===== config.mk =====
export PLATFORM = sky130hd
export DESIGN_NAME = mf3_window
export DESIGN_NICKNAME = d
export VERILOG_FILES = /design/src/rtl/core/mf3_pkg.sv /design/src/rtl/core/mf3_window.sv
export SDC_FILE = /design/constraint.sdc
export NUM_CORES = 1
export LEC_CHECK = 0
export ABC_CLOCK_PERIOD_IN_PS = 12500
export BUFFER_PORTS_ARGS = -buffer_cell sky130_fd_sc_hd__buf_2
export CELL_PAD_IN_SITES_DETAIL_PLACEMENT = 1
export CELL_PAD_IN_SITES_GLOBAL_PLACEMENT = 2
export CORE_AREA = 2 2 141 143
export DETAILED_ROUTE_END_ITERATION = 10
export DIE_AREA = 0 0 143 145
export GPL_TIMING_DRIVEN = 0
export PLACE_DENSITY = 0.9
export SYNTH_ARGS = -nofsm -noshare
export SYNTH_HDL_FRONTEND = slang
export SYNTH_SLANG_ARGS = --single-unit

===== constraint.sdc =====
create_clock -name clk -period 12.5 [get_ports clk]
set_input_delay 1.875 -clock clk [delete_from_list [all_inputs] [get_ports clk]]
set_output_delay 1.875 -clock clk [all_outputs]
set_load 0.005 [all_outputs]

===== src/rtl/core/mf3_pkg.sv =====
// Shared types, constants and compare helpers for the 3x3 median filter.
`default_nettype none

package mf3_pkg;

    localparam int PIXEL_BITS       = 8;
    localparam int PLANE_W          = 2;
    localparam int COORD_W          = 11;
    localparam int CFG_W            = 12;
    localparam int CFG_IDX_W        = 1;
    localparam int MAX_WIDTH_DEF    = 2048;
    localparam int MAX_HEIGHT       = 2048;
    localparam int FRAME_WIDTH_RST  = 640;
    localparam int FRAME_HEIGHT_RST = 480;
    localparam int IN_DATA_W        = ((PIXEL_BITS + 7) / 8) * 8;
    localparam int OUT_DATA_W       = ((PIXEL_BITS + 2 * COORD_W + 7) / 8) * 8;

    typedef logic [PIXEL_BITS-1:0] pix_t;

    typedef enum logic [CFG_IDX_W-1:0] {
        REG_FRAME_WIDTH  = 1'b0,
        REG_FRAME_HEIGHT = 1'b1
    } cfg_reg_t;

    // Which results an item produces, decided when the item is accepted.
    typedef struct packed {
        logic res_center;   // pixel one up and one left of the input
        logic use_median;   // that pixel is interior
        logic res_edge;     // right edge pixel of the row above
        logic res_self;     // last row: the input copied through
        logic done;         // last pixel of the plane
    } item_ctl_t;

    typedef struct packed {
        pix_t lo;
        pix_t md;
        pix_t hi;
    } trio_t;

    function automatic pix_t min2(input pix_t a, input pix_t b);
        return (a < b) ? a : b;
    endfunction

    function automatic pix_t max2(input pix_t a, input pix_t b);
        return (a < b) ? b : a;
    endfunction

    function automatic pix_t min3(input pix_t a, input pix_t b, input pix_t c);
        return min2(min2(a, b), c);
    endfunction

    function automatic pix_t max3(input pix_t a, input pix_t b, input pix_t c);
        return max2(max2(a, b), c);
    endfunction

    function automatic pix_t med3(input pix_t a, input pix_t b, input pix_t c);
        return max2(min2(a, b), min2(max2(a, b), c));
    endfunction

    function automatic trio_t sort3(input pix_t a, input pix_t b, input pix_t c);
        trio_t t;
        pix_t  lo1;
        pix_t  hi1;
        pix_t  mid;
        lo1  = min2(a, b);
        hi1  = max2(a, b);
        mid  = min2(hi1, c);
        t.hi = max2(hi1, c);
        t.lo = min2(lo1, mid);
        t.md = max2(lo1, mid);
        return t;
    endfunction

endpackage

`default_nettype wire


===== src/rtl/core/mf3_window.sv =====
// 3x3 window of column-sorted pixels and the first median reduction level.
`default_nettype none

module mf3_window #(
    parameter int AW = 11
) (
    input  logic                       clk,
    input  logic                       rst_n,
    input  logic                       load,
    input  mf3_pkg::pix_t              new_top,
    input  mf3_pkg::pix_t              new_mid,
    input  mf3_pkg::pix_t              new_bot,
    input  logic [mf3_pkg::PLANE_W-1:0] in_plane,
    input  logic [AW-1:0]              in_col,
    input  logic [mf3_pkg::COORD_W-1:0] in_row,
    input  mf3_pkg::item_ctl_t         in_ctl,
    output mf3_pkg::pix_t              win_pix,
    output logic [mf3_pkg::PLANE_W-1:0] win_plane,
    output logic [AW-1:0]              win_col,
    output logic [mf3_pkg::COORD_W-1:0] win_row,
    output mf3_pkg::item_ctl_t         win_ctl,
    output mf3_pkg::pix_t              mid_prev,
    output mf3_pkg::pix_t              mid_cur,
    output mf3_pkg::pix_t              max_lo,
    output mf3_pkg::pix_t              med_md,
    output mf3_pkg::pix_t              min_hi
);

    import mf3_pkg::*;

    // Column 2 is the newest; each column is stored already sorted.
    trio_t                col_reg [3];
    pix_t                 mid_prev_reg;
    pix_t                 mid_cur_reg;
    pix_t                 pix_reg;
    logic [PLANE_W-1:0]   plane_reg;
    logic [AW-1:0]        colidx_reg;
    logic [COORD_W-1:0]   row_reg;
    item_ctl_t            ctl_reg;
    trio_t                col_next;

    always_comb
    begin
        col_next = sort3(new_top, new_mid, new_bot);
    end

    always_ff @(posedge clk or negedge rst_n)
    begin
        if (!rst_n)
        begin
            col_reg[0]   <= '0;
            col_reg[1]   <= '0;
            col_reg[2]   <= '0;
            mid_prev_reg <= '0;
            mid_cur_reg  <= '0;
        end
        else if (load)
        begin
            col_reg[0]   <= col_reg[1];
            col_reg[1]   <= col_reg[2];
            col_reg[2]   <= col_next;
            mid_prev_reg <= mid_cur_reg;
            mid_cur_reg  <= new_mid;
        end
    end

    always_ff @(posedge clk)
    begin
        if (load)
        begin
            pix_reg    <= new_bot;
            plane_reg  <= in_plane;
            colidx_reg <= in_col;
            row_reg    <= in_row;
            ctl_reg    <= in_ctl;
        end
    end

    assign win_pix   = pix_reg;
    assign win_plane = plane_reg;
    assign win_col   = colidx_reg;
    assign win_row   = row_reg;
    assign win_ctl   = ctl_reg;
    assign mid_prev  = mid_prev_reg;
    assign mid_cur   = mid_cur_reg;
    assign max_lo    = max3(col_reg[0].lo, col_reg[1].lo, col_reg[2].lo);
    assign med_md    = med3(col_reg[0].md, col_reg[1].md, col_reg[2].md);
    assign min_hi    = min3(col_reg[0].hi, col_reg[1].hi, col_reg[2].hi);

endmodule

`default_nettype wire


**Word-level counts from Yosys, hierarchy flattened**

Index checks and enable logic that the tools add are counted.

- Word-level logic and storage cells: 44
- Bits in registers: 125
- Output and inout port bits: 77

- Muxes and demuxes: 14
- Magnitude comparators: 10

Operators with widths:

| cell | count |
|---|---|
| 2-to-1 mux 8 bit | 14 |
| less-than comparator 8 bit | 10 |

**Longest topological paths before layout**

Gate-level depths: netlist of run 1.

- Depth in word-level cells: 6
- Depth in mapped cells: 24
- Depth with buffers taken out: 22

**Least setup slack after synthesis of run 1**

Ideal clock, no wire load.

- Path type: reg2out
- From: register col_reg[35] in the netlist's numbering
- To: output med_md[1]
- Data arrival time: 5.098 ns
- Path slack: 5.527 ns
- Required time: 10.625 ns
- Cell stages (with the launch flop): 24
- Path buffers: 2
- Cells stage by stage: dfrtp_1 -> inv_1 -> ha_1 -> o21a_1 -> nor2_1 -> a21oi_1 -> a21oi_1 -> o21ai_1 -> mux2_2 -> ha_1 -> a211oi_1 -> nand2_1 -> a311oi_1 -> a31o_2 -> clkbuf_1 -> mux2i_1 -> ha_1 -> a21oi_1 -> o221ai_1 -> nor4_1 -> o41a_1 -> a31oi_1 -> clkbuf_1 -> o21ai_0

- Cells in the longest elaborated chain, start to end: 6
- Elaborated cells between the ends (all ways): 7
- Classes of those cells: order compare (3); mux (4)

RTL lines:

| item | RTL line | text |
|---|---|---|
| start: declaration | mf3_window.sv:32 | `trio_t col_reg [3];` |
| less-than comparator 8 bit | mf3_pkg.sv:41, mf3_pkg.sv:45 |  |
| 2-to-1 mux 8 bit | mf3_pkg.sv:45 | `return (a < b) ? b : a;` |
| less-than comparator 8 bit | mf3_pkg.sv:41 | `return (a < b) ? a : b;` |
| 2-to-1 mux 8 bit | mf3_pkg.sv:41 |  |
| less-than comparator 8 bit | mf3_pkg.sv:45 |  |
| 2-to-1 mux 8 bit * | mf3_pkg.sv:45 |  |
| end: declaration | mf3_window.sv:25 | `output mf3_pkg::pix_t med_md,` |

Every way passes the cells marked *; elsewhere a longest branch is shown, timed or not.

**Worst setup path after layout of run 1**

- From: register col_reg[35] in the netlist's numbering
- To: output med_md[5]

Same word-level chain as after synthesis.

==> flow_summary.json, run 1 <==
{
  "syn_inst": 676,
  "yosys.area.top_type": "dfrtp_1",
  "synth_nets": 802,
  "critPathSlowestCell": "o21ai_1",
  "overflow": 0,
  "ys_types": 48,
  "cts_resized": 0,
  "globalRouteMet1Util_pct": 25.5,
  "slowest_delay_ns": 0.66,
  "peakVddDrop_mv": 0.112,
  "worstSetupPathType": "flip-flop to output port",
  "hp-start": "mid_prev[6]$_DFFE_PN0P_",
  "ctsHoldBuffers": 0,
  "final_util_pct": 46.9,
  "post-route-min-period_ns": 8.79,
  "ys.flop_type": "dfrtp_1",
  "outcome": "completed",
  "cts_tree": "yes",
  "synth_area_um2": 7380,
  "cts_max_level": 4,
  "synth_area_leaders": "dfrtp_1, edfxtp_1, mux2_2",
  "reg2regPathDepth": 2,
  "syn_area_per_cell_um2": 10.9,
  "largest_reg_flops": 72,
  "post-synth-top-count-cell": "mux2_2",
  "post-route-period-util_pct": 70.3,
  "path_cells": "inv_1 -> ha_1 -> o21a_1 -> nor2_1 -> a21oi_1 -> a21oi_1 -> o21ai_1 -> mux2_2 -> ha_1 -> a21oi_1 -> o21ai_0 -> a311oi_1 -> a31o_2 -> clkbuf_1 -> mux2i_1 -> ha_1 -> a21oi_1 -> o221ai_1 -> nor4_1 -> o41a_1 -> a31oi_1 -> clkbuf_1 -> o21ai_0 -> buf_2",
  "grt_use_total_pct": 19.9,
  "crit_family": "compound AO/OA/AOI/OAI gates",
  "cp-start-kind": "flip-flop",
  "vias_per_cell": 5.22,
  "yosysTopAreaCellShare_pct": 29.8,
  "numCtsBuffers": 17,
  "route.detailed.drc": 0,
  "r2r_end": "col_reg[56]$_DFFE_PN0P_",
  "grtUsageMet2_pct": 33.6,
  "io_buffers": 132,
  "synth_seq_area_share_pct": 44.9,
  "clkSinkCount": 125,
  "clkTransAtPathRegs_ns": 0.06,
  "grt_max_degree": 70,
  "top_level_ports": 133,
  "fillers": 2154,
  "drt_wl_total_um": 19800,
  "power_leakage_nw": 4.25,
  "use_met3_pct": 3.27,
  "worst-path-buf-inv": 4,
  "hold_violations": 0,
  "netlist_top_cells_count": "mux2_2, dfrtp_1, nand2_1",
  "synth_edf_count": 37,
  "r2r-start": "col_reg[56]$_DFFE_PN0P_",
  "clock.fmax_mhz": 114,
  "power_density_nw_per_um2": 254,
  "clk_latency_ns": 0.41,
  "post-cts-setup-buffers": 0,
  "dpl.hpwl_um": 15200,
  "antenna_found_initial": 0,
  "drtPass1Iterations": 4,
  "grt_pass1_vias": 6183,
  "core_area_um2": 19200,
  "root_buffer": "clkbuf_16",
  "area_growth_pct": 22.1,
  "synth_seq_cells": 125,
  "worst_slack_ns": 3.71,
  "pre_cts_ws_ns": 4.20,
  "fin_worst_skew_ns": 0.00582,
  "final_antenna_net_count": 0,
  "gp_congestion": 0.786,
  "num_vias": 5768,
  "min_path_cells": 1,
  "p_total_mw": 2.29,
  "crit_required_ns": 10.62,
  "grt.busiest_layer": "met2",
  "critPathMaxFanout": 10,
  "slew_headroom_pct": 41.8,
  "post_drt_wl_per_cell_um": 17.9,
  "die_y_um": 145,
  "start_util_pct": 38.4,
  "hold_class": "flip-flop to flip-flop",
  "report.final.slew_viol_count": 0,
  "min_to": "mid_prev[6]$_DFFE_PN0P_",
  "async_reset_ff_share_pct": 70.4,
  "ys_warn_count": 0,
  "maxCapViolCount": 0,
  "tightest_slew_ns": 0.874,
  "crit_cells": 24,
  "drive_above_1_share_pct": 31.7,
  "rsz0062_at_grt": "no",
  "finalSetupTns_ns": 0,
  "die-area_um2": 20700,
  "cpMostUsedCell": "a21oi_1",
  "layout.nets": 954,
  "grt_pass1_wl_um": 32300,
  "crit_path_end_kind": "output port",
  "num_antenna_cells": 0,
  "cp.arrival_ns": 6.91,
  "setup_viol": 0,
  "whs_ns": 0.505,
  "first_iter_violations": 221,
  "ff2ff_setup_slack_ns": 11.59,
  "fp-row-count": 51,
  "cts_buffer_depth": 2,
  "dieWidth_um": 143
}
-- how the worst max path moves through the flow --
stage	start	to
after floorplan	col_reg[35]$_DFFE_PN0P_	med_md[1]
after global placement	col_reg[34]$_DFFE_PN0P_	med_md[1]
after detailed placement	col_reg[34]$_DFFE_PN0P_	med_md[5]
after CTS	col_reg[35]$_DFFE_PN0P_	med_md[5]
after global routing	col_reg[34]$_DFFE_PN0P_	med_md[5]
final	col_reg[35]$_DFFE_PN0P_	med_md[5]
-- through the flow --
stage	cell area (um^2)	cells
final	9010	1106
after global routing	9010	1106
after CTS	9010	1106
after detailed placement	8400	1074
after global placement	8370	1073
after floorplan	7380	676
-- area by class of cell --
type	count	area, um^2	share of cell area (%)
Multi-Input combinational cell	464	3720	41.3
Sequential cell	125	3310	36.8
Timing Repair Buffer	133	691	7.66
Clock buffer	18	429	4.76
Tap cell	265	332	3.68
Inverter	65	244	2.71
Clock inverter	14	181	2.01
Buffer	22	98.8	1.10
-- cell families after synthesis --
family	after synthesis	synth area share (%)
mux	120	17.8
simple gates	127	7.63
fa+ha+maj	70	11.9
flops	125	44.9
buf+inv	87	4.64
compound gates	147	13.2
-- metal layers --
metal	vias to the layer above	part of all wire (%)
met1	2872	45
met3	28	2.8
li1	2755	-
met5	-	0
met2	113	50
met4	0	2.2
-- worst register-to-register path: cells and delay by family (launching register included) --
family / cells / cell delay (ns)
multiplexers: 1 / 0.27
buffers and inverters: 1 / 0.17
flip-flops: 1 / 0.35
-- placed cells by master (no fill, tap or decap), types with 5 or more instances in the layout --
cell,instances
clkbuf_16,17
nand2b_1,6
a21oi_1,23
nand2_1,71
clkbuf_1,16
buf_2,135
edfxtp_1,37
o21a_1,8
ha_1,70
inv_1,64
inv_6,5
mux2_2,89
a21o_1,10
mux2i_1,31
dfrtp_1,88
nand3_1,11
nor2_1,18
o221ai_1,14
o21ai_0,57
-- power breakdown --
| group | total [mW] | switching (mW) | internal, mW |
|---|---|---|---|
| Clock | 0.515 | 0.197 | 0.318 |
| Combinational | 1.19 | 0.634 | 0.559 |
| Sequential | 0.582 | 0.0725 | 0.509 |
Note: power is estimated with default switching activity, not from simulation.
==> run 2: changes to the inputs <==
ABC_AREA = 1   (was not set)
ABC_CLOCK_PERIOD_IN_PS = 7500   (was 12500)
CORE_AREA = 2 2 160 162   (was 2 2 141 143)
DIE_AREA = 0 0 162 164   (was 0 0 143 145)
PLACE_DENSITY = 0.82   (was 0.9)
clock period = 7.5 ns   (was 12.5 ns; I/O delays follow)
==> run 2 against run 1 <==
Power increased by 56%. Non-clock buffer count rose by 13. Critical path type unchanged. Utilization is 10 points lower. Via count rose by 13%. First-iteration DRC count grew 35%. Largest cell class unchanged.
==> flow_summary.json, run 2 <==
{
  "power_density_nw_per_um2": 394,
  "setup_viol": 0,
  "grt_pass1_vias": 6806,
  "cts_buffer_depth": 2,
  "synth_seq_area_share_pct": 45.1,
  "cp-start-kind": "flip-flop",
  "grt_max_degree": 69,
  "drive_above_1_share_pct": 17.0,
  "postLayoutCellArea_um2": 9070,
  "drtPass1Iterations": 4,
  "yosys.area.top_type": "dfrtp_1",
  "syn_area_per_cell_um2": 8.04,
  "instances_no_fill": 1408,
  "vias_per_cell": 4.61,
  "fp-row-count": 58,
  "final_antenna_net_count": 0,
  "async_reset_ff_share_pct": 70.4,
  "drt_wl_total_um": 20900,
  "critPathMaxFanout": 10,
  "netlist_top_cells_count": "nand2_1, o21ai_0, inv_1",
  "cp.arrival_ns": 5.46,
  "largest_reg_flops": 72,
  "numCtsBuffers": 17,
  "yosysTopAreaCellShare_pct": 30.0,
  "whs_ns": 0.469,
  "clock.fmax_mhz": 152,
  "maxCapViolCount": 0,
  "num_vias": 6490,
  "hold_violations": 0,
  "io_buffers": 132,
  "gp_congestion": 0.808,
  "cts_resized": 0,
  "worst_slack_ns": 0.915,
  "report.final.slew_viol_count": 0,
  "dpl_cell_area_um2": 8450,
  "final_cell_mix": "nand2_1, o21ai_0, buf_2",
  "antenna_found_initial": 0,
  "p_total_mw": 3.58,
  "power_leakage_nw": 4.62,
  "clkTransAtPathRegs_ns": 0.06,
  "crit_path_end_kind": "output port",
  "post_drt_wl_per_cell_um": 14.8,
  "pre_cts_ws_ns": 0.634,
  "worstSetupPathType": "flip-flop to output port",
  "num_antenna_cells": 0,
  "ys_types": 24,
  "synth_area_leaders": "dfrtp_1, edfxtp_1, nand2_1",
  "core_area_um2": 24800,
  "grt_pass1_wl_um": 35200,
  "first_iter_violations": 298,
  "synth_nets": 1039,
  "overflow": 0,
  "finalSetupTns_ns": 0,
  "crit_required_ns": 6.38,
  "dpl.hpwl_um": 16600,
  "top_level_ports": 133,
  "post-synth-top-count-cell": "nand2_1",
  "cts_tree": "yes",
  "area_growth_pct": 23.5,
  "rsz0062_at_grt": "no",
  "die_y_um": 164,
  "post-route-period-util_pct": 87.8,
  "layout_commonest_cell": "nand2_1",
  "cts_max_level": 4,
  "layout.nets": 1191,
  "die-area_um2": 26600,
  "ctsHoldBuffers": 0,
  "grt_use_total_pct": 16.7,
  "post-route-min-period_ns": 6.58,
  "tightest_slew_ns": 0.851,
  "synth_seq_cells": 125,
  "outcome": "completed",
  "hold_class": "flip-flop to flip-flop",
  "dp.cells": 1376,
  "ys.flop_type": "dfrtp_1",
  "dieWidth_um": 162,
  "slew_headroom_pct": 43.3,
  "post-cts-setup-buffers": 0,
  "synth_edf_count": 37,
  "clk_latency_ns": 0.41,
  "peakVddDrop_mv": 0.300,
  "route.detailed.drc": 0,
  "syn_inst": 913,
  "fin_worst_skew_ns": 0.00541,
  "clkSinkCount": 125,
  "root_buffer": "clkbuf_16",
  "final_util_pct": 36.5,
  "start_util_pct": 29.6,
  "synth_area_um2": 7340,
  "ys_warn_count": 0
}
run 2: changes by cell type after synthesis, sizes merged, moves of 14 or more:
cell | before | now
inv | 64 | 127
mux2 | 89 | 0
mux2i | 31 | 0
nand2 | 72 | 291
nand3 | 11 | 44
o21ai | 59 | 139
o221ai | 14 | 0
run 2: worst paths after layout:
| path | start | to | slack (ns) | cells after the start |
|---|---|---|---|---|
| setup reg to reg | col_reg[6]$_DFFE_PN0P_ | col_reg[6]$_DFFE_PN0P_ | 6.74 | 2 |
| setup / recovery | col_reg[37]$_DFFE_PN0P_ | med_md[6] | 0.92 | 27 |
| min in group asynchronous | rst_n | mid_prev[7]$_DFFE_PN0P_ | 0.62 | 1 |
| hold reg to reg | mid_prev[3]$_DFFE_PN0P_ | mid_prev[3]$_DFFE_PN0P_ | 0.47 | 2 |
| hold / removal | mid_prev[3]$_DFFE_PN0P_ | mid_prev[3]$_DFFE_PN0P_ | 0.47 | 2 |
| max in group asynchronous | rst_n | mid_cur[3]$_DFFE_PN0P_ | 6.23 | 2 |
run 2: critical path: stages (launching register included):
cell and delay [ns]:
dfrtp_1 0.36, inv_1 0.08, ha_1 0.31, a21oi_1 0.16
nor2_1 0.06, a211oi_1 0.30, nand2_1 0.16, clkbuf_1 0.23
clkbuf_1 0.25, o21ai_0 0.29, ha_1 0.30, a21oi_1 0.17
nor2_1 0.06, a211oi_1 0.27, nand2_1 0.17, buf_2 0.21
inv_1 0.08, nand2_1 0.04, o21ai_0 0.12, inv_1 0.08
ha_1 0.30, a21oi_1 0.14, nor2_1 0.09, a211oi_4 0.36
nand2_2 0.20, nand2_1 0.10, nand2_1 0.05, buf_2 0.12
run 2: power by group:
| part | internal (mW) | leakage (nW) | switching [mW] |
|---|---|---|---|
| clock | 0.535 | 0.291 | 0.315 |
| sequential | 0.835 | 1.45 | 0.0970 |
| combinational | 0.698 | 2.88 | 1.10 |
| total | 2.07 | 4.62 | 1.51 |
run 2: cells by family after synthesis:
kind of cell / Yosys count / share of synthesized area, %
AND/OR/NAND/NOR: 366 / 20.5
AO/OA/AOI/OAI: 190 / 13.9
buffers and inverters: 162 / 8.52
flip-flops: 125 / 45.1
adder cells (fa/ha/maj): 70 / 11.9
run 2: final cells by class:
cell class                      count  area [um^2]
Timing Repair Buffer              133          691
Inverter                          127          477
Multi-Input combinational cell    626         3420
Sequential cell                   125         3310
Tap cell                          330          413
Clock buffer                       20          447
Buffer                             35          149
Fill cell                        3072        15800
Clock inverter                     12          163
run 2: per-layer routing:
layer,vias up,global-route usage [%],part of all wire (%)
met1,3101,21.4,47
met4,0,4.18,1.2
met3,14,3.11,2.4
li1,3288,-,-
met2,87,29.2,50
met5,-,0,0
