<file path="src/rtl/core/mf3_pkg.sv">
// Shared types, constants and compare helpers for the 3x3 median filter.
`default_nettype none

package mf3_pkg;

    localparam int PIXEL_BITS       = 8;
    localparam int PLANE_W          = 2;
    localparam int COORD_W          = 11;
    localparam int CFG_W            = 12;
    localparam int CFG_IDX_W        = 1;
    localparam int MAX_WIDTH_DEF    = 2048;
    localparam int MAX_HEIGHT       = 2048;
    localparam int FRAME_WIDTH_RST  = 640;
    localparam int FRAME_HEIGHT_RST = 480;
    localparam int IN_DATA_W        = ((PIXEL_BITS + 7) / 8) * 8;
    localparam int OUT_DATA_W       = ((PIXEL_BITS + 2 * COORD_W + 7) / 8) * 8;

    typedef logic [PIXEL_BITS-1:0] pix_t;

    typedef enum logic [CFG_IDX_W-1:0] {
        REG_FRAME_WIDTH  = 1'b0,
        REG_FRAME_HEIGHT = 1'b1
    } cfg_reg_t;

    // Which results an item produces, decided when the item is accepted.
    typedef struct packed {
        logic res_center;   // pixel one up and one left of the input
        logic use_median;   // that pixel is interior
        logic res_edge;     // right edge pixel of the row above
        logic res_self;     // last row: the input copied through
        logic done;         // last pixel of the plane
    } item_ctl_t;

    typedef struct packed {
        pix_t lo;
        pix_t md;
        pix_t hi;
    } trio_t;

    function automatic pix_t min2(input pix_t a, input pix_t b);
        return (a < b) ? a : b;
    endfunction

    function automatic pix_t max2(input pix_t a, input pix_t b);
        return (a < b) ? b : a;
    endfunction

    function automatic pix_t min3(input pix_t a, input pix_t b, input pix_t c);
        return min2(min2(a, b), c);
    endfunction

    function automatic pix_t max3(input pix_t a, input pix_t b, input pix_t c);
        return max2(max2(a, b), c);
    endfunction

    function automatic pix_t med3(input pix_t a, input pix_t b, input pix_t c);
        return max2(min2(a, b), min2(max2(a, b), c));
    endfunction

    function automatic trio_t sort3(input pix_t a, input pix_t b, input pix_t c);
        trio_t t;
        pix_t  lo1;
        pix_t  hi1;
        pix_t  mid;
        lo1  = min2(a, b);
        hi1  = max2(a, b);
        mid  = min2(hi1, c);
        t.hi = max2(hi1, c);
        t.lo = min2(lo1, mid);
        t.md = max2(lo1, mid);
        return t;
    endfunction

endpackage

`default_nettype wire

</file>
<file path="src/rtl/core/mf3_out_queue.sv">
// Final median stage and the result sequencer that drives the output register.
`default_nettype none

module mf3_out_queue #(
    parameter int AW = 11
) (
    input  logic                          clk,
    input  logic                          rst_n,
    input  logic                          load,
    output logic                          can_load,
    input  mf3_pkg::pix_t                 in_pix,
    input  logic [mf3_pkg::PLANE_W-1:0]   in_plane,
    input  logic [AW-1:0]                 in_col,
    input  logic [mf3_pkg::COORD_W-1:0]   in_row,
    input  mf3_pkg::item_ctl_t            in_ctl,
    input  mf3_pkg::pix_t                 in_mid_prev,
    input  mf3_pkg::pix_t                 in_mid_cur,
    input  mf3_pkg::pix_t                 in_max_lo,
    input  mf3_pkg::pix_t                 in_med_md,
    input  mf3_pkg::pix_t                 in_min_hi,
    output logic                          m_axis_tvalid,
    input  logic                          m_axis_tready,
    output logic [mf3_pkg::OUT_DATA_W-1:0] m_axis_tdata,
    output logic [mf3_pkg::PLANE_W-1:0]   m_axis_tuser,
    output logic                          m_axis_tlast
);

    import mf3_pkg::*;

    // Pending results, lowest bit first: center pixel, right edge, last row copy.
    logic [2:0]             mask_reg;
    pix_t                   pix_reg;
    logic [PLANE_W-1:0]     plane_reg;
    logic [AW-1:0]          col_reg;
    logic [COORD_W-1:0]     row_reg;
    logic                   use_med_reg;
    logic                   done_reg;
    pix_t                   mid_prev_reg;
    pix_t                   mid_cur_reg;
    pix_t                   max_lo_reg;
    pix_t                   med_md_reg;
    pix_t                   min_hi_reg;

    logic                   m_valid_reg;
    logic [OUT_DATA_W-1:0]  m_data_reg;
    logic [PLANE_W-1:0]     m_user_reg;
    logic                   m_last_reg;

    logic                   out_free;
    logic                   pick;
    logic [2:0]             pick_bit;
    logic [2:0]             mask_next;
    pix_t                   median;
    logic [31:0]            col_w;
    logic [31:0]            colm1_w;
    logic [AW-1:0]          colm1;
    logic [COORD_W-1:0]     rowm1;
    pix_t                   sel_pix;
    logic [COORD_W-1:0]     sel_col;
    logic [COORD_W-1:0]     sel_row;
    logic                   sel_last;

    always_comb
    begin
        out_free  = !m_valid_reg || m_axis_tready;
        pick      = (mask_reg != 3'b000) && out_free;
        pick_bit  = mask_reg & (~mask_reg + 3'b001);
        mask_next = mask_reg & ~pick_bit;
        can_load  = (mask_reg == 3'b000) || (out_free && (mask_next == 3'b000));

        median  = med3(max_lo_reg, med_md_reg, min_hi_reg);
        colm1   = col_reg - AW'(1);
        col_w   = 32'(col_reg);
        colm1_w = 32'(colm1);
        rowm1   = row_reg - COORD_W'(1);

        if (mask_reg[0])
        begin
            sel_pix  = use_med_reg ? median : mid_prev_reg;
            sel_col  = colm1_w[COORD_W-1:0];
            sel_row  = rowm1;
            sel_last = 1'b0;
        end
        else if (mask_reg[1])
        begin
            sel_pix  = mid_cur_reg;
            sel_col  = col_w[COORD_W-1:0];
            sel_row  = rowm1;
            sel_last = 1'b0;
        end
        else
        begin
            sel_pix  = pix_reg;
            sel_col  = col_w[COORD_W-1:0];
            sel_row  = row_reg;
            sel_last = done_reg;
        end
    end

    always_ff @(posedge clk or negedge rst_n)
    begin
        if (!rst_n)
        begin
            mask_reg <= 3'b000;
        end
        else if (load)
        begin
            mask_reg <= {in_ctl.res_self, in_ctl.res_edge, in_ctl.res_center};
        end
        else if (pick)
        begin
            mask_reg <= mask_next;
        end
    end

    always_ff @(posedge clk)
    begin
        if (load)
        begin
            pix_reg      <= in_pix;
            plane_reg    <= in_plane;
            col_reg      <= in_col;
            row_reg      <= in_row;
            use_med_reg  <= in_ctl.use_median;
            done_reg     <= in_ctl.done;
            mid_prev_reg <= in_mid_prev;
            mid_cur_reg  <= in_mid_cur;
            max_lo_reg   <= in_max_lo;
            med_md_reg   <= in_med_md;
            min_hi_reg   <= in_min_hi;
        end
    end

    always_ff @(posedge clk or negedge rst_n)
    begin
        if (!rst_n)
        begin
            m_valid_reg <= 1'b0;
        end
        else if (pick)
        begin
            m_valid_reg <= 1'b1;
        end
        else if (m_axis_tready)
        begin
            m_valid_reg <= 1'b0;
        end
    end

    always_ff @(posedge clk)
    begin
        if (pick)
        begin
            m_data_reg <= OUT_DATA_W'({sel_row, sel_col, sel_pix});
            m_user_reg <= plane_reg;
            m_last_reg <= sel_last;
        end
    end

    assign m_axis_tvalid = m_valid_reg;
    assign m_axis_tdata  = m_data_reg;
    assign m_axis_tuser  = m_user_reg;
    assign m_axis_tlast  = m_last_reg;

endmodule

`default_nettype wire

</file>
<file path="config.mk">
export PLATFORM = sky130hd
export DESIGN_NAME = mf3_out_queue
export DESIGN_NICKNAME = d
export VERILOG_FILES = /design/src/rtl/core/mf3_pkg.sv /design/src/rtl/core/mf3_out_queue.sv
export SDC_FILE = /design/constraint.sdc
export NUM_CORES = 1
export LEC_CHECK = 0
export ABC_AREA = 1
export BUFFER_PORTS_ARGS = -buffer_cell sky130_fd_sc_hd__buf_2
export CAP_MARGIN = 20
export CORE_MARGIN = 5
export CORE_UTILIZATION = 54
export CTS_BUF_LIST = sky130_fd_sc_hd__clkbuf_8 sky130_fd_sc_hd__clkbuf_16
export DETAILED_ROUTE_END_ITERATION = 16
export PLACE_DENSITY = 0.8
export SETUP_SLACK_MARGIN = 0.15
export SYNTH_ARGS = -nofsm -noshare
export SYNTH_HDL_FRONTEND = slang
export SYNTH_SLANG_ARGS = --single-unit
</file>
<file path="constraint.sdc">
create_clock -name clk -period 4.69 [get_ports clk]
set_input_delay 0.938 -clock clk [delete_from_list [all_inputs] [get_ports clk]]
set_output_delay 0.938 -clock clk [all_outputs]
set_load 0.1 [all_outputs]
</file>
Word level (Yosys, flattened, before mapping):

Cells that the tools add are included.

* register bits: 111
* input port bits: 81
* output and inout bits: 37

* $add $sub $neg: 3
* bitwise operators: 4
* reduce and logical (&&, ||, !) cells: 11
* order comparisons: 3
* mux-type cells: 14

Operator list (count)
* 8-bit two-way mux: 7
* 11-bit two-way mux: 3
* 8-bit < comparator: 3
* 11-bit by 1-bit subtractor with 11-bit output, second input constant: 2
* 3-bit bitwise AND: 2
* 3-bit zero test: 2
* 3-bit two-way mux: 2
* 3-bit NOT: 2
* 2-bit nonzero test: 2
* 3-bit by 1-bit adder with 3-bit output, second input constant: 1
* 3-bit nonzero test: 1
* 1-bit logical AND: 2
* 1-bit logical OR: 2
* 1-bit two-way mux: 2
* 2-bit OR reduction: 1
* 1-bit zero test: 1

Longest topological paths before layout:

Gate-level depths: netlist of run 1.

* depth after elaboration: 8
* depth in mapped cells: 34
* mapped depth without buffers: 31

Worst setup path after synthesis of run 1:

Ideal clock, no wire load.

* path type: register to register
* start: register max_lo_reg[7]
* end: register m_data_reg[0], in the netlist m_axis_tdata[0] (data pin)
* path slack: 0.515 ns
* period minus slack after synthesis: 4.175 ns
* data arrival time: 3.920 ns
* cell stages (with the launch flop): 26
* library setup time: 0.256 ns
* buffers on the path: 3
* cell sequence: edfxtp_1 > ha_1 > a21oi_1 > o21a_4 > nand2_2 > dlymetal6s2s_1 > buf_2 > nand2_1 > o21ai_0 > ha_1 > nand2_1 > nor2_1 > a211oi_4 > nand2_4 > buf_2 > nand2_1 > o21ai_0 > ha_1 > a21oi_1 > nor2_1 > a211oi_2 > nand3_1 > nand3_1 > nand2_1 > nand2_1 > nand2_1

* longest elaborated chain between the ends: 8
* elaborated cells between the ends (all ways): 9
* classes of those cells: 3 x order compare; 6 x mux

RTL lines
* start, declared: line mf3_out_queue.sv:40 `pix_t max_lo_reg;`
* start signal, assigned: line mf3_out_queue.sv:128 `max_lo_reg <= in_max_lo;`
* 8-bit < comparator: line mf3_pkg.sv:41, mf3_pkg.sv:45
* 8-bit two-way mux: line mf3_pkg.sv:45 `return (a < b) ? b : a;`
* 8-bit < comparator: line mf3_pkg.sv:41 `return (a < b) ? a : b;`
* 8-bit two-way mux: line mf3_pkg.sv:41
* 8-bit < comparator: line mf3_pkg.sv:45
* 8-bit two-way mux *: line mf3_pkg.sv:45
* 8-bit two-way mux *: line mf3_out_queue.sv:79 `sel_pix = use_med_reg ? median : mid_prev_reg;`
* 8-bit two-way mux *: line mf3_out_queue.sv:77 `if (mask_reg[0])`
* via sel_pix[0]: line mf3_out_queue.sv:58 `pix_t sel_pix;`
* end signal, assigned: line mf3_out_queue.sv:154 `m_data_reg <= OUT_DATA_W'({sel_row, sel_col, sel_pix});`
* end, declared: line mf3_out_queue.sv:45 `logic [OUT_DATA_W-1:0] m_data_reg;`

Mark *: on every way through the listed nets, which the timed path passes. The rest lies on a longest branch.
A chain may end at the register's enable or synchronous reset.

Worst setup path in the final report of run 1:

* start: register med_md_reg[7]
* end: register m_data_reg[4], in the netlist m_axis_tdata[4] (data pin)

* longest elaborated chain between the ends: 8
* elaborated cells between the ends (all ways): 9
* classes of those cells: 3 x order compare; 6 x mux

RTL lines
* start, declared: line mf3_out_queue.sv:41 `pix_t med_md_reg;`
* start signal, assigned: line mf3_out_queue.sv:129 `med_md_reg <= in_med_md;`
* 8-bit < comparator: line mf3_pkg.sv:41, mf3_pkg.sv:45
* 8-bit two-way mux: line mf3_pkg.sv:45
* 8-bit < comparator: line mf3_pkg.sv:41
* 8-bit two-way mux: line mf3_pkg.sv:41
* 8-bit < comparator: line mf3_pkg.sv:45
* 8-bit two-way mux *: line mf3_pkg.sv:45
* 8-bit two-way mux *: line mf3_out_queue.sv:79
* 8-bit two-way mux *: line mf3_out_queue.sv:77
* via sel_pix[4]: line mf3_out_queue.sv:58

Marks and branches as above.

==> results by group, run 1 <==
Final layout
  – Final Core Density: 65.30%
  – Layout cells sized above 1: roughly a quarter
  – Max reg flops: 30
  – Area growth from synthesis to layout: 17.85%
  – N_diodes: 0
  – Net count, final: ~680

Outcome
  – Status: finished, final reports clean

Route
  – WL met3: 644 um
  – Drc violations: 0
  – M1 wire length: between 4 and 5 mm
  – Remaining antenna violation count after routing: 0
  – DR vias: 3,468
  – TritonRoute pass-1 iters: 5
  – Met2 wire len: around 5 mm
  – Uppermost routed layer: met4
  – Post-Route WL: ~9.9 mm
  – Initial detailed-routing violation count: 259
  – Routed len/inst: around 14 um
  – Via-per-instance ratio: ~4.9

Floorplanning
  – Chip width: about 110 um
  – Num ports: about 120
  – Die height: approximately 110 um
  – Core Area: slightly above 0.009 sq mm
  – Rows: 35
  – Die area: about 0.012 sq mm
  – Starting density of the core: 55.40%

Place
  – GPL Wtd Cong: just over 0.8
  – DPL Wire Length: between 7 and 8 mm
  – PortBufs: approximately 120

STA
  – Relative slew slack: 38.35%
  – F_max: around 0.23 GHz
  – Final Cycle Share: 90.98%
  – Unrepaired setup endpoints after global routing: false
  – Setup tns final: 0 ns
  – Max Slew Vio Count: 0
  – Fin. Hold Viols: 0
  – Clock period minus worst slack: around 4.3 ns
  – Actual slew at the worst max-slew pin: between 0.9 and 1 ns
  – Final setup fails: 0
  – Final Skew: between 0.015 and 0.02 ns

Setup path
  – Critical Path Slowest Stage Cell: edfxtp_1
  – Worst Setup End Kind: register
  – R2R cell count: 24
  – Worst Path Max Fanout: 31
  – CP max stage delay: about 0.40 ns
  – Critical Path Most Common Cell: nand2_1
  – CP Class: reg2reg
  – Critical Path AT: 4.41 ns
  – Cell Chain, Critical Path: inv_1 -> ha_1 -> nand2_1 -> nor2_1 -> nand2_2 -> nand2_4 -> nand2_1 -> o21ai_1 -> ha_1 -> a21oi_1 -> nor2_1 -> a211oi_4 -> nand2_4 -> o21ai_1 -> ha_1 -> a21oi_1 -> nor2_1 -> a211oi_4 -> buf_12 -> nand3_1 -> nand3_1 -> nand2_1 -> nand2_1 -> nand2_1
  – WP data required: between 4 and 5 ns
  – Worst r2r src: med_md_reg[7]
  – RR Endpoint: m_axis_tdata[4]
  – Crit path launch type: register
  – Flop2flop setup slack: 0.42 ns

Global route
  – Antenna violations before repair: 0
  – Vias in the first global route: 3,491
  – First-pass GRT wire length: ~16 mm
  – Global Route Usage Sum: about 18%
  – Pin count of the biggest net entering global routing: between 70 and 80
  – Grt total ovfl: 0

Power and ir drop
  – Pwr dens: between 400 and 500 mW/mm^2
  – Max VDD drop: between 0.2 and 0.3 mV
  – Pleak: 2.705 nW

CTS
  – Clock Path Buffers: 2
  – Num CTS Buffers: 9
  – Worst-path clk slew: between 0.1 and 0.15 ns
  – CTS sink count: 111
  – TritonCTS clock tree: built
  – Root Driver: clkbuf_8
  – # H-tree levels: 3
  – Clock latency on the worst-skew pair: 0.38 ns
  – Hold-fix buffers, CTS: 0

Logic synthesis
  – Syn avg cell area: approximately 11 sq um
  – Synth Instances: roughly 460
  – Netlist cell types: 28
  – Ys async rst share: 3.604%
  – Seq/Total Area, Yosys: between 60 and 70%
  – Flops & latches, synth: roughly 110
  – Primary FF master, synth: edfxtp_1
  – Yosys warns: 0
  – Synthesized cell area: between 0.005 and 0.006 sq mm
  – Post-synth EDFFs: about 110

Run
  – Max_cap viols: 0

Worst hold path
  – Worst hold path class: in2async
area by class of cell:
cell class | count | area, sq um
Clock buffer | 9 | 123.9
Clock inverter | 7 | 96.34
Fill cell | 733 | 3222
Inverter | 59 | 221.5
Multi-Input combinational cell | 277 | 1548
Sequential cell | 111 | 3313
Tap cell | 129 | 161.4
Timing Repair Buffer | 116 | 598.1
cell usage after synthesis, drive strengths merged, types with 3 or more instances:
master | n | area, sq um
nand3 | 26 | 130.1
nor3 | 5 | 25.02
o21ai | 41 | 205.2
edfxtp | 107 | 3213
xor2 | 12 | 105.1
xnor2 | 5 | 43.79
a21oi | 8 | 40.04
ha | 23 | 287.8
nor2 | 41 | 153.9
nand2 | 107 | 454.2
inv | 59 | 221.5
clkbuf | 3 | 31.28
buf | 6 | 41.28
dfrtp | 4 | 100.1
report_power, final:
group | leakage [nW] | internal, mW | switching (mW)
combinational | 1.50 | 0.248 | 0.743
sequential | 1.09 | 1.22 | 0.0553
clock | 0.109 | 0.223 | 0.366
total | 2.71 | 1.69 | 1.16
layer usage:
layer | GRT usage, % | vias up
li1 | - | 1773
met1 | 22.80 | 1591
met2 | 30.06 | 95
met3 | 4.259 | 9
met4 | 6.312 | 0
met5 | 0 | -
worst max-delay path: cells and delay by family, from the launching register on:
kind,cells,cell delay [ns]
and+or+nand+nor,13,1.38
AOI/OAI and AO/OA,6,1.17
adders and majority gates,3,0.86
DFF,1,0.40
buffers and inverters,2,0.23
cells by family (layout without fill, tap and decap cells):
kind of cell | after synthesis | count (layout) | synth area share (%)
simple gates | 180 | 180 | 14.96
flops | 111 | 111 | 64.41
compound gates | 55 | 55 | 6.106
fa+ha+maj | 23 | 23 | 5.595
buf+inv | 69 | 191 | 5.960
other cells | 1 | 2 | 0.07290
xor+xnor | 17 | 17 | 2.895
placed cells by master, fill, tap and decap left out, drive strengths merged, types with 5 or more instances in the layout:
cell | synthesis | layout
buf | 6 | 116
nor3 | 5 | 5
inv | 59 | 63
xor2 | 12 | 12
ha | 23 | 23
nand2 | 107 | 107
nor2 | 41 | 41
edfxtp | 107 | 107
o21ai | 41 | 41
a21oi | 8 | 8
clkbuf | 3 | 9
nand3 | 26 | 26
xnor2 | 5 | 5
worst max path at each step:
stage	slack [ns]	start	endpoint
after floorplan	0.51	max_lo_reg[7]	m_axis_tdata[0]
after global placement	0.28	max_lo_reg[5]	m_axis_tdata[7]
after detailed placement	0.06	max_lo_reg[7]	m_axis_tdata[3]
after CTS	0.15	max_lo_reg[5]	m_axis_tdata[3]
after global routing	0.14	med_md_reg[7]	m_axis_tdata[5]
final	0.42	med_md_reg[7]	m_axis_tdata[4]
stage by stage:
step	power [mW]	instance area [sq um]	hold slack, ns	worst slack [ns]	instances
floorplan	2.067	5147	0.4003	0.5146	457
global placement	2.218	5809	0.4004	0.2769	691
detailed placement	2.250	5809	0.4220	0.05989	691
CTS	2.852	6037	0.3239	0.1515	707
global route	3.018	6062	0.3127	0.1393	708
finish	2.857	6062	0.3370	0.4232	708
repair_timing:
| action | CTS | global route |
|---|---|---|
| endpoints found under the setup margin | 8 | 8 |
| hold endpoints to repair | 0 | 0 |
| pin swaps | 0 | 1 |
| gates resized for setup | 1 | 6 |
| setup buffers | 0 | 1 |
No activity file was read; power rests on OpenSTA's default activity.
==> run 2: changes to the inputs <==
- CORE_UTILIZATION: 54 -> 49
- PLACE_DENSITY: 0.8 -> 0.76
- clock period: 4.69 -> 3.6 ns (I/O delays scaled with it)
==> run 2 against run 1 <==
The flow now finishes with violations (negative setup slack). Clock power rose by 32%. Largest cell class unchanged. Critical path type unchanged. Utilization grew 1.8 points. Die area up 9.2%.
==> results by group, run 2 (synthesis gave the netlist of run 1 again) <==
Outcome
  – Status: finished, violations left
  – Failing checks: negative setup slack

Setup path
  – Worst r2r src: med_md_reg[5]
  – Source of the critical timing path: med_md_reg[5]
  – Worst Setup End Kind: register
  – CP Class: reg2reg
  – Worst Path Max Fanout: 8
  – WP data required: 3.85 ns
  – Critical Path AT: around 4.2 ns
  – Crit path launch type: register

Place
  – DPL Wire Length: 7.875 mm
  – Pre-CTS WS: -0.4368 ns
  – GPL Wtd Cong: 0.8193
  – Placed cell area: approximately 0.0061 sq mm
  – PortBufs: roughly 120

STA
  – Actual slew at the worst max-slew pin: ~0.93 ns
  – Fin. Hold Viols: 0
  – Final setup fails: 8
  – Unrepaired setup endpoints after global routing: true
  – Max Slew Vio Count: 0
  – Relative slew slack: a little under two fifths
  – Final Skew: 0.01909 ns
  – Final Cycle Share: 109.3%
  – Clock period minus worst slack: 3.933 ns
  – Worst Setup Slack, final: -0.3334 ns
  – F_max: 0.2542 GHz

CTS
  – CTS sink count: 111
  – # H-tree levels: 3
  – Clock latency on the worst-skew pair: 0.38 ns
  – TritonCTS clock tree: built
  – Root Driver: clkbuf_8
  – Clock Path Buffers: 2
  – Num CTS Buffers: 9
  – Worst-path clk slew: approximately 0.12 ns

Power and ir drop
  – Pwr dens: around 600 mW/mm^2
  – Comb power frac: 41.6%
  – Sw Share: about two fifths
  – Switch Pwr: approximately 1.7 mW
  – Seq pwr share: 39.8%
  – Pleak: slightly above 3 nW
  – Max VDD drop: a little under 0.4 mV
  – Clock power frac: between 10% and 20%
  – Internal power: about 2.5 mW

Floorplanning
  – Chip width: 112.5 um
  – Core Area: ~0.010 sq mm
  – Starting density of the core: around half
  – Die height: about 110 um
  – Num ports: 118
  – Rows: 37
  – Die area: 0.01265 sq mm

Global route
  – First-pass GRT wire length: 18.02 mm
  – Antenna violations before repair: 0
  – Global Route Usage Sum: 18.23%
  – Pin count of the biggest net entering global routing: between 40 and 50
  – Vias in the first global route: 3,787
  – Grt total ovfl: 0

Route
  – Drc violations: 0
  – TritonRoute pass-1 iters: 5
  – DR vias: 3,841
  – Post-Route WL: 11.68 mm
  – Remaining antenna violation count after routing: 0
  – Routed len/inst: ~15 um
  – Via-per-instance ratio: about 4.9
  – Initial detailed-routing violation count: slightly below 200

Final layout
  – Most frequent cells in the layout: buf_2 (114), edfxtp_1 (107), nand2_1 (79), buf_4 (55), inv_1 (53)
  – Max reg flops: 30
  – N_diodes: 0
  – Area growth from synthesis to layout: 34.08%
  – Most common cell after layout, fill and taps aside: buf_2
  – Final Cell Area: 0.006897 sq mm
  – Layout cells sized above 1: about two fifths
  – Net count, final: approximately 740

Run
  – Max_cap viols: 0

Worst hold path
  – Worst hold path class: in2async
run 2: cell types whose count changed in the layout (fill, tap and decap cells not counted), sizes merged:
cell	change
nand2	+3
bufinv	+1
buf	+60
clkinv	-1
run 2: through the flow:
stage                     utilization (%)  total power [mW]  hold WS [ns]  std cells  TNS [ns]
after global placement              59.80             3.045        0.4010        737    -2.537
after detailed placement            59.80             3.080        0.4242        737    -3.386
after CTS                           64.32             4.023       0.09471        768    -1.914
after floorplan                         -             2.720        0.4003        457    -3.551
after global routing                67.10             4.386       0.08382        778    -4.232
final                               67.10             4.162        0.1202        778    -2.488
run 2: per-layer routing:
layer / wire length (um) / GRT usage (%) / share of wire [%] / vias up
li1: - / - / - / 1899
met1: 4485 / 20.73 / 38 / 1795
met2: 6110 / 30.95 / 52 / 119
met3: 723 / 6.954 / 6.2 / 28
met4: 355 / 7.372 / 3.0 / 0
met5: 0 / 0 / 0 / -
run 2: area by class of cell:
| type | count | area, sq um |
|---|---|---|
| tap | 136 | 170.2 |
| fill | 786 | 3381 |
| clock inverter | 7 | 83.83 |
| clock buffer | 9 | 123.9 |
| timing repair buffer | 176 | 1075 |
| sequential | 111 | 3313 |
| multi-input combinational | 280 | 1909 |
| inverter | 59 | 221.5 |
run 2: worst paths after layout:
path                                   endpoint  cells after the start  slack (ns)
worst min register to register  m_axis_tuser[0]                      0        0.43
worst min-delay path              m_axis_tvalid                      1        0.12
max in group asynchronous           mask_reg[1]                      1        3.36
min in group clk                m_axis_tuser[0]                      0        0.43
worst max register to register  m_axis_tdata[7]                     24       -0.33
worst max-delay path            m_axis_tdata[7]                     24       -0.33
run 2: what timing repair did:
action,4_1_cts,5_1_grt
setup buffers,11,10
hold endpoints to repair,0,0
pin swaps,22,19
gates cloned,4,0
setup endpoints to repair,8,8
hold buffers,0,0
resized for setup,47,39
run 2: power by group through the flow:
stage               combinational (mW)  sequential, mW  clock, mW
floorplan                        0.583            2.14          0
global placement                  1.37            1.68          0
detailed placement                1.40            1.68          0
CTS                               1.57            1.66      0.801
global route                      1.85            1.67      0.860
finish                            1.73            1.66      0.775
run 2: critical path, stage by stage, from the launching register on:
cell and delay (ns):
edfxtp_1 0.43, inv_2 0.08, ha_1 0.24, a21oi_2 0.16
o21a_4 0.19, nand2_8 0.08, buf_6 0.14, o21ai_4 0.16
ha_4 0.23, nand2_4 0.08, nor2_4 0.04, a211oi_4 0.29
nand2_4 0.15, o21ai_2 0.20, ha_4 0.23, a21oi_2 0.16
nor2_2 0.06, a211oi_4 0.22, buf_6 0.17, nand2_8 0.09
nand2_2 0.09, nand3_2 0.07, nand2_1 0.09, nand2_1 0.05
nand2_1 0.06
==> run 3: changes to the inputs <==
- BUFFER_PORTS_ARGS: -buffer_cell sky130_fd_sc_hd__buf_2 -> default
- CORE_UTILIZATION: 49 -> 55
- DONT_BUFFER_PORTS: default -> 1
- PLACE_DENSITY: 0.76 -> 0.73
==> run 3 against run 2 <==
The flow still finishes with violations (negative setup slack). Clock skew shrank 0.0067 ns. Design area shrank 9.0%. Non-clock buffer count down 116. Via count shrank 9.4%. Critical path type unchanged. Largest cell class unchanged.
==> results by group, run 3 (synthesis gave the netlist of run 1 again) <==
CTS
  – CTS sink count: roughly 110
  – Clock latency on the worst-skew pair: around 0.38 ns
  – Worst-path clk slew: approximately 0.12 ns
  – Num CTS Buffers: 9
  – TritonCTS clock tree: built
  – # H-tree levels: 3
  – Clock Path Buffers: 2
  – Root Driver: clkbuf_8

Setup path
  – Worst r2r src: med_md_reg[1]
  – Critical Path Slowest Stage Cell: edfxtp_1
  – Critical Path AT: 4.32 ns
  – CP Class: reg2reg
  – WP data required: 3.84 ns
  – RR Endpoint: m_axis_tdata[6]
  – Worst Setup End Kind: register
  – Critical Path Most Common Cell: nand2_1
  – Worst Path Max Fanout: 8
  – CP max stage delay: ~0.4 ns
  – R2R cell count: 30
  – Crit path launch type: register
  – Flop2flop setup slack: -0.48 ns

Final layout
  – Final Cell Area: between 0.006 and 0.007 sq mm
  – Area growth from synthesis to layout: 22.04%
  – Final Core Density: between 60% and 70%
  – Max reg flops: 30
  – Layout cells sized above 1: ~30%
  – Net count, final: 625
  – Final cell count without fillers: 637
  – N_diodes: 0
  – Most common cell after layout, fill and taps aside: edfxtp_1
  – Most frequent cells in the layout: edfxtp_1 (107), nand2_1 (74), inv_1 (53), buf_4 (51), nor2_1 (37)

Floorplanning
  – Core Area: 0.009196 sq mm
  – Rows: 35
  – Die area: approximately 0.011 sq mm
  – Chip width: around 110 um
  – Starting density of the core: ~56%
  – Num ports: approximately 120
  – Die height: 106.7 um

Route
  – Drc violations: 0
  – Post-Route WL: 11.58 mm
  – Via-per-instance ratio: approximately 5.5
  – TritonRoute pass-1 iters: 4
  – DR vias: 3,479
  – Initial detailed-routing violation count: 245
  – Routed len/inst: about 18 um
  – Remaining antenna violation count after routing: 0

Worst hold path
  – Hold EP: mid_prev_reg[6]
  – Worst hold path class: in2reg
  – Hold path start: in_mid_prev[6]
  – Cell depth of the worst hold path: 0

STA
  – Hold slack: between 0.4 and 0.5 ns
  – Setup tns final: -3.615 ns
  – F_max: roughly 0.25 GHz
  – Actual slew at the worst max-slew pin: roughly 0.95 ns
  – Final Cycle Share: 113.2%
  – Max Slew Vio Count: 0
  – Unrepaired setup endpoints after global routing: true
  – Worst Setup Slack, final: -0.4763 ns
  – Final Skew: 0.01237 ns
  – Relative slew slack: 36.91%
  – Fin. Hold Viols: 0
  – Final setup fails: 8
  – Clock period minus worst slack: between 4 and 5 ns

Place
  – Placed cells: roughly 600
  – GPL Wtd Cong: about 0.84
  – DPL Wire Length: 7.358 mm
  – PortBufs: 0
  – Placed cell area: around 0.0055 sq mm

Global route
  – First-pass GRT wire length: between 15 and 20 mm
  – Grt total ovfl: 0
  – Vias in the first global route: roughly 3,600
  – Antenna violations before repair: 0
  – Global Route Usage Sum: roughly a fifth
  – Pin count of the biggest net entering global routing: between 70 and 80

Power and ir drop
  – Pwr dens: around 650 mW/mm^2
  – Pleak: around 2.6 nW
  – Max VDD drop: about 0.4 mV

Outcome
  – Status: finished, violations left
  – Failing checks: negative setup slack

Run
  – Max_cap viols: 0
==> run 3: where the power goes <==
group | leakage (nW) | total, mW | internal (mW) | switching [mW]
Clock | 0.109 | 0.781 | 0.295 | 0.486
Combinational | 1.41 | 1.16 | 0.495 | 0.665
Sequential | 1.09 | 2.13 | 1.60 | 0.532
Total | 2.61 | 4.07 | 2.39 | 1.68
==> run 3: worst max-delay path by stage <==
stage | slack, ns | cells past startpoint | from | end
6_report | -0.48 | 30 | med_md_reg[1] | m_axis_tdata[6]
2_1_floorplan | -0.44 | 25 | max_lo_reg[5] | m_axis_tdata[0]
5_1_grt | -0.64 | 29 | med_md_reg[1] | m_axis_tdata[6]
4_1_cts | -0.24 | 31 | med_md_reg[1] | m_axis_tdata[6]
3_3_place_gp | -0.32 | 26 | max_lo_reg[3] | m_axis_tdata[0]
3_5_place_dp | -0.51 | 26 | max_lo_reg[3] | m_axis_tdata[0]
==> run 3: timing repair <==
item,in CTS,in global routing
hold buffers,0,1
endpoints found under the hold margin,0,4
pin swaps,22,35
gates resized for setup,43,41
buffers inserted,13,7
cloned,4,0
endpoints found under the setup margin,8,8
==> run 3: worst max-delay path, delay by kind of cell (launching register included) <==
family,cells,cell delay [ns]
buffers and inverters,10,1.22
adders and majority gates,2,0.55
and+or+nand+nor,15,1.28
AOI/OAI and AO/OA,3,0.48
DFF,1,0.41
==> run 3: metrics by stage <==
step	total power, mW	worst slack (ns)
floorplan	2.720	-0.4450
CTS	3.889	-0.2352
global placement	2.944	-0.3234
finish	4.070	-0.4763
detailed placement	2.989	-0.5082
global route	4.265	-0.6426
==> run 3: routing by layer <==
metal / vias to the layer above / share of wire [%] / global-route usage, %
li1: 1669 / - / -
met1: 1665 / 40 / 24.47
met2: 123 / 52 / 34.98
met3: 22 / 5.6 / 5.178
met4: 0 / 2.2 / 5.571
met5: - / 0 / 0
==> run 3: area by class of cell <==
type	count	area (sq um)
Sequential cell	111	3313
Fill cell	607	2919
Timing Repair Buffer	60	486.7
Clock inverter	7	93.84
Multi-Input combinational cell	280	1899
Tap cell	111	138.9
Clock buffer	9	123.9
Inverter	59	221.5
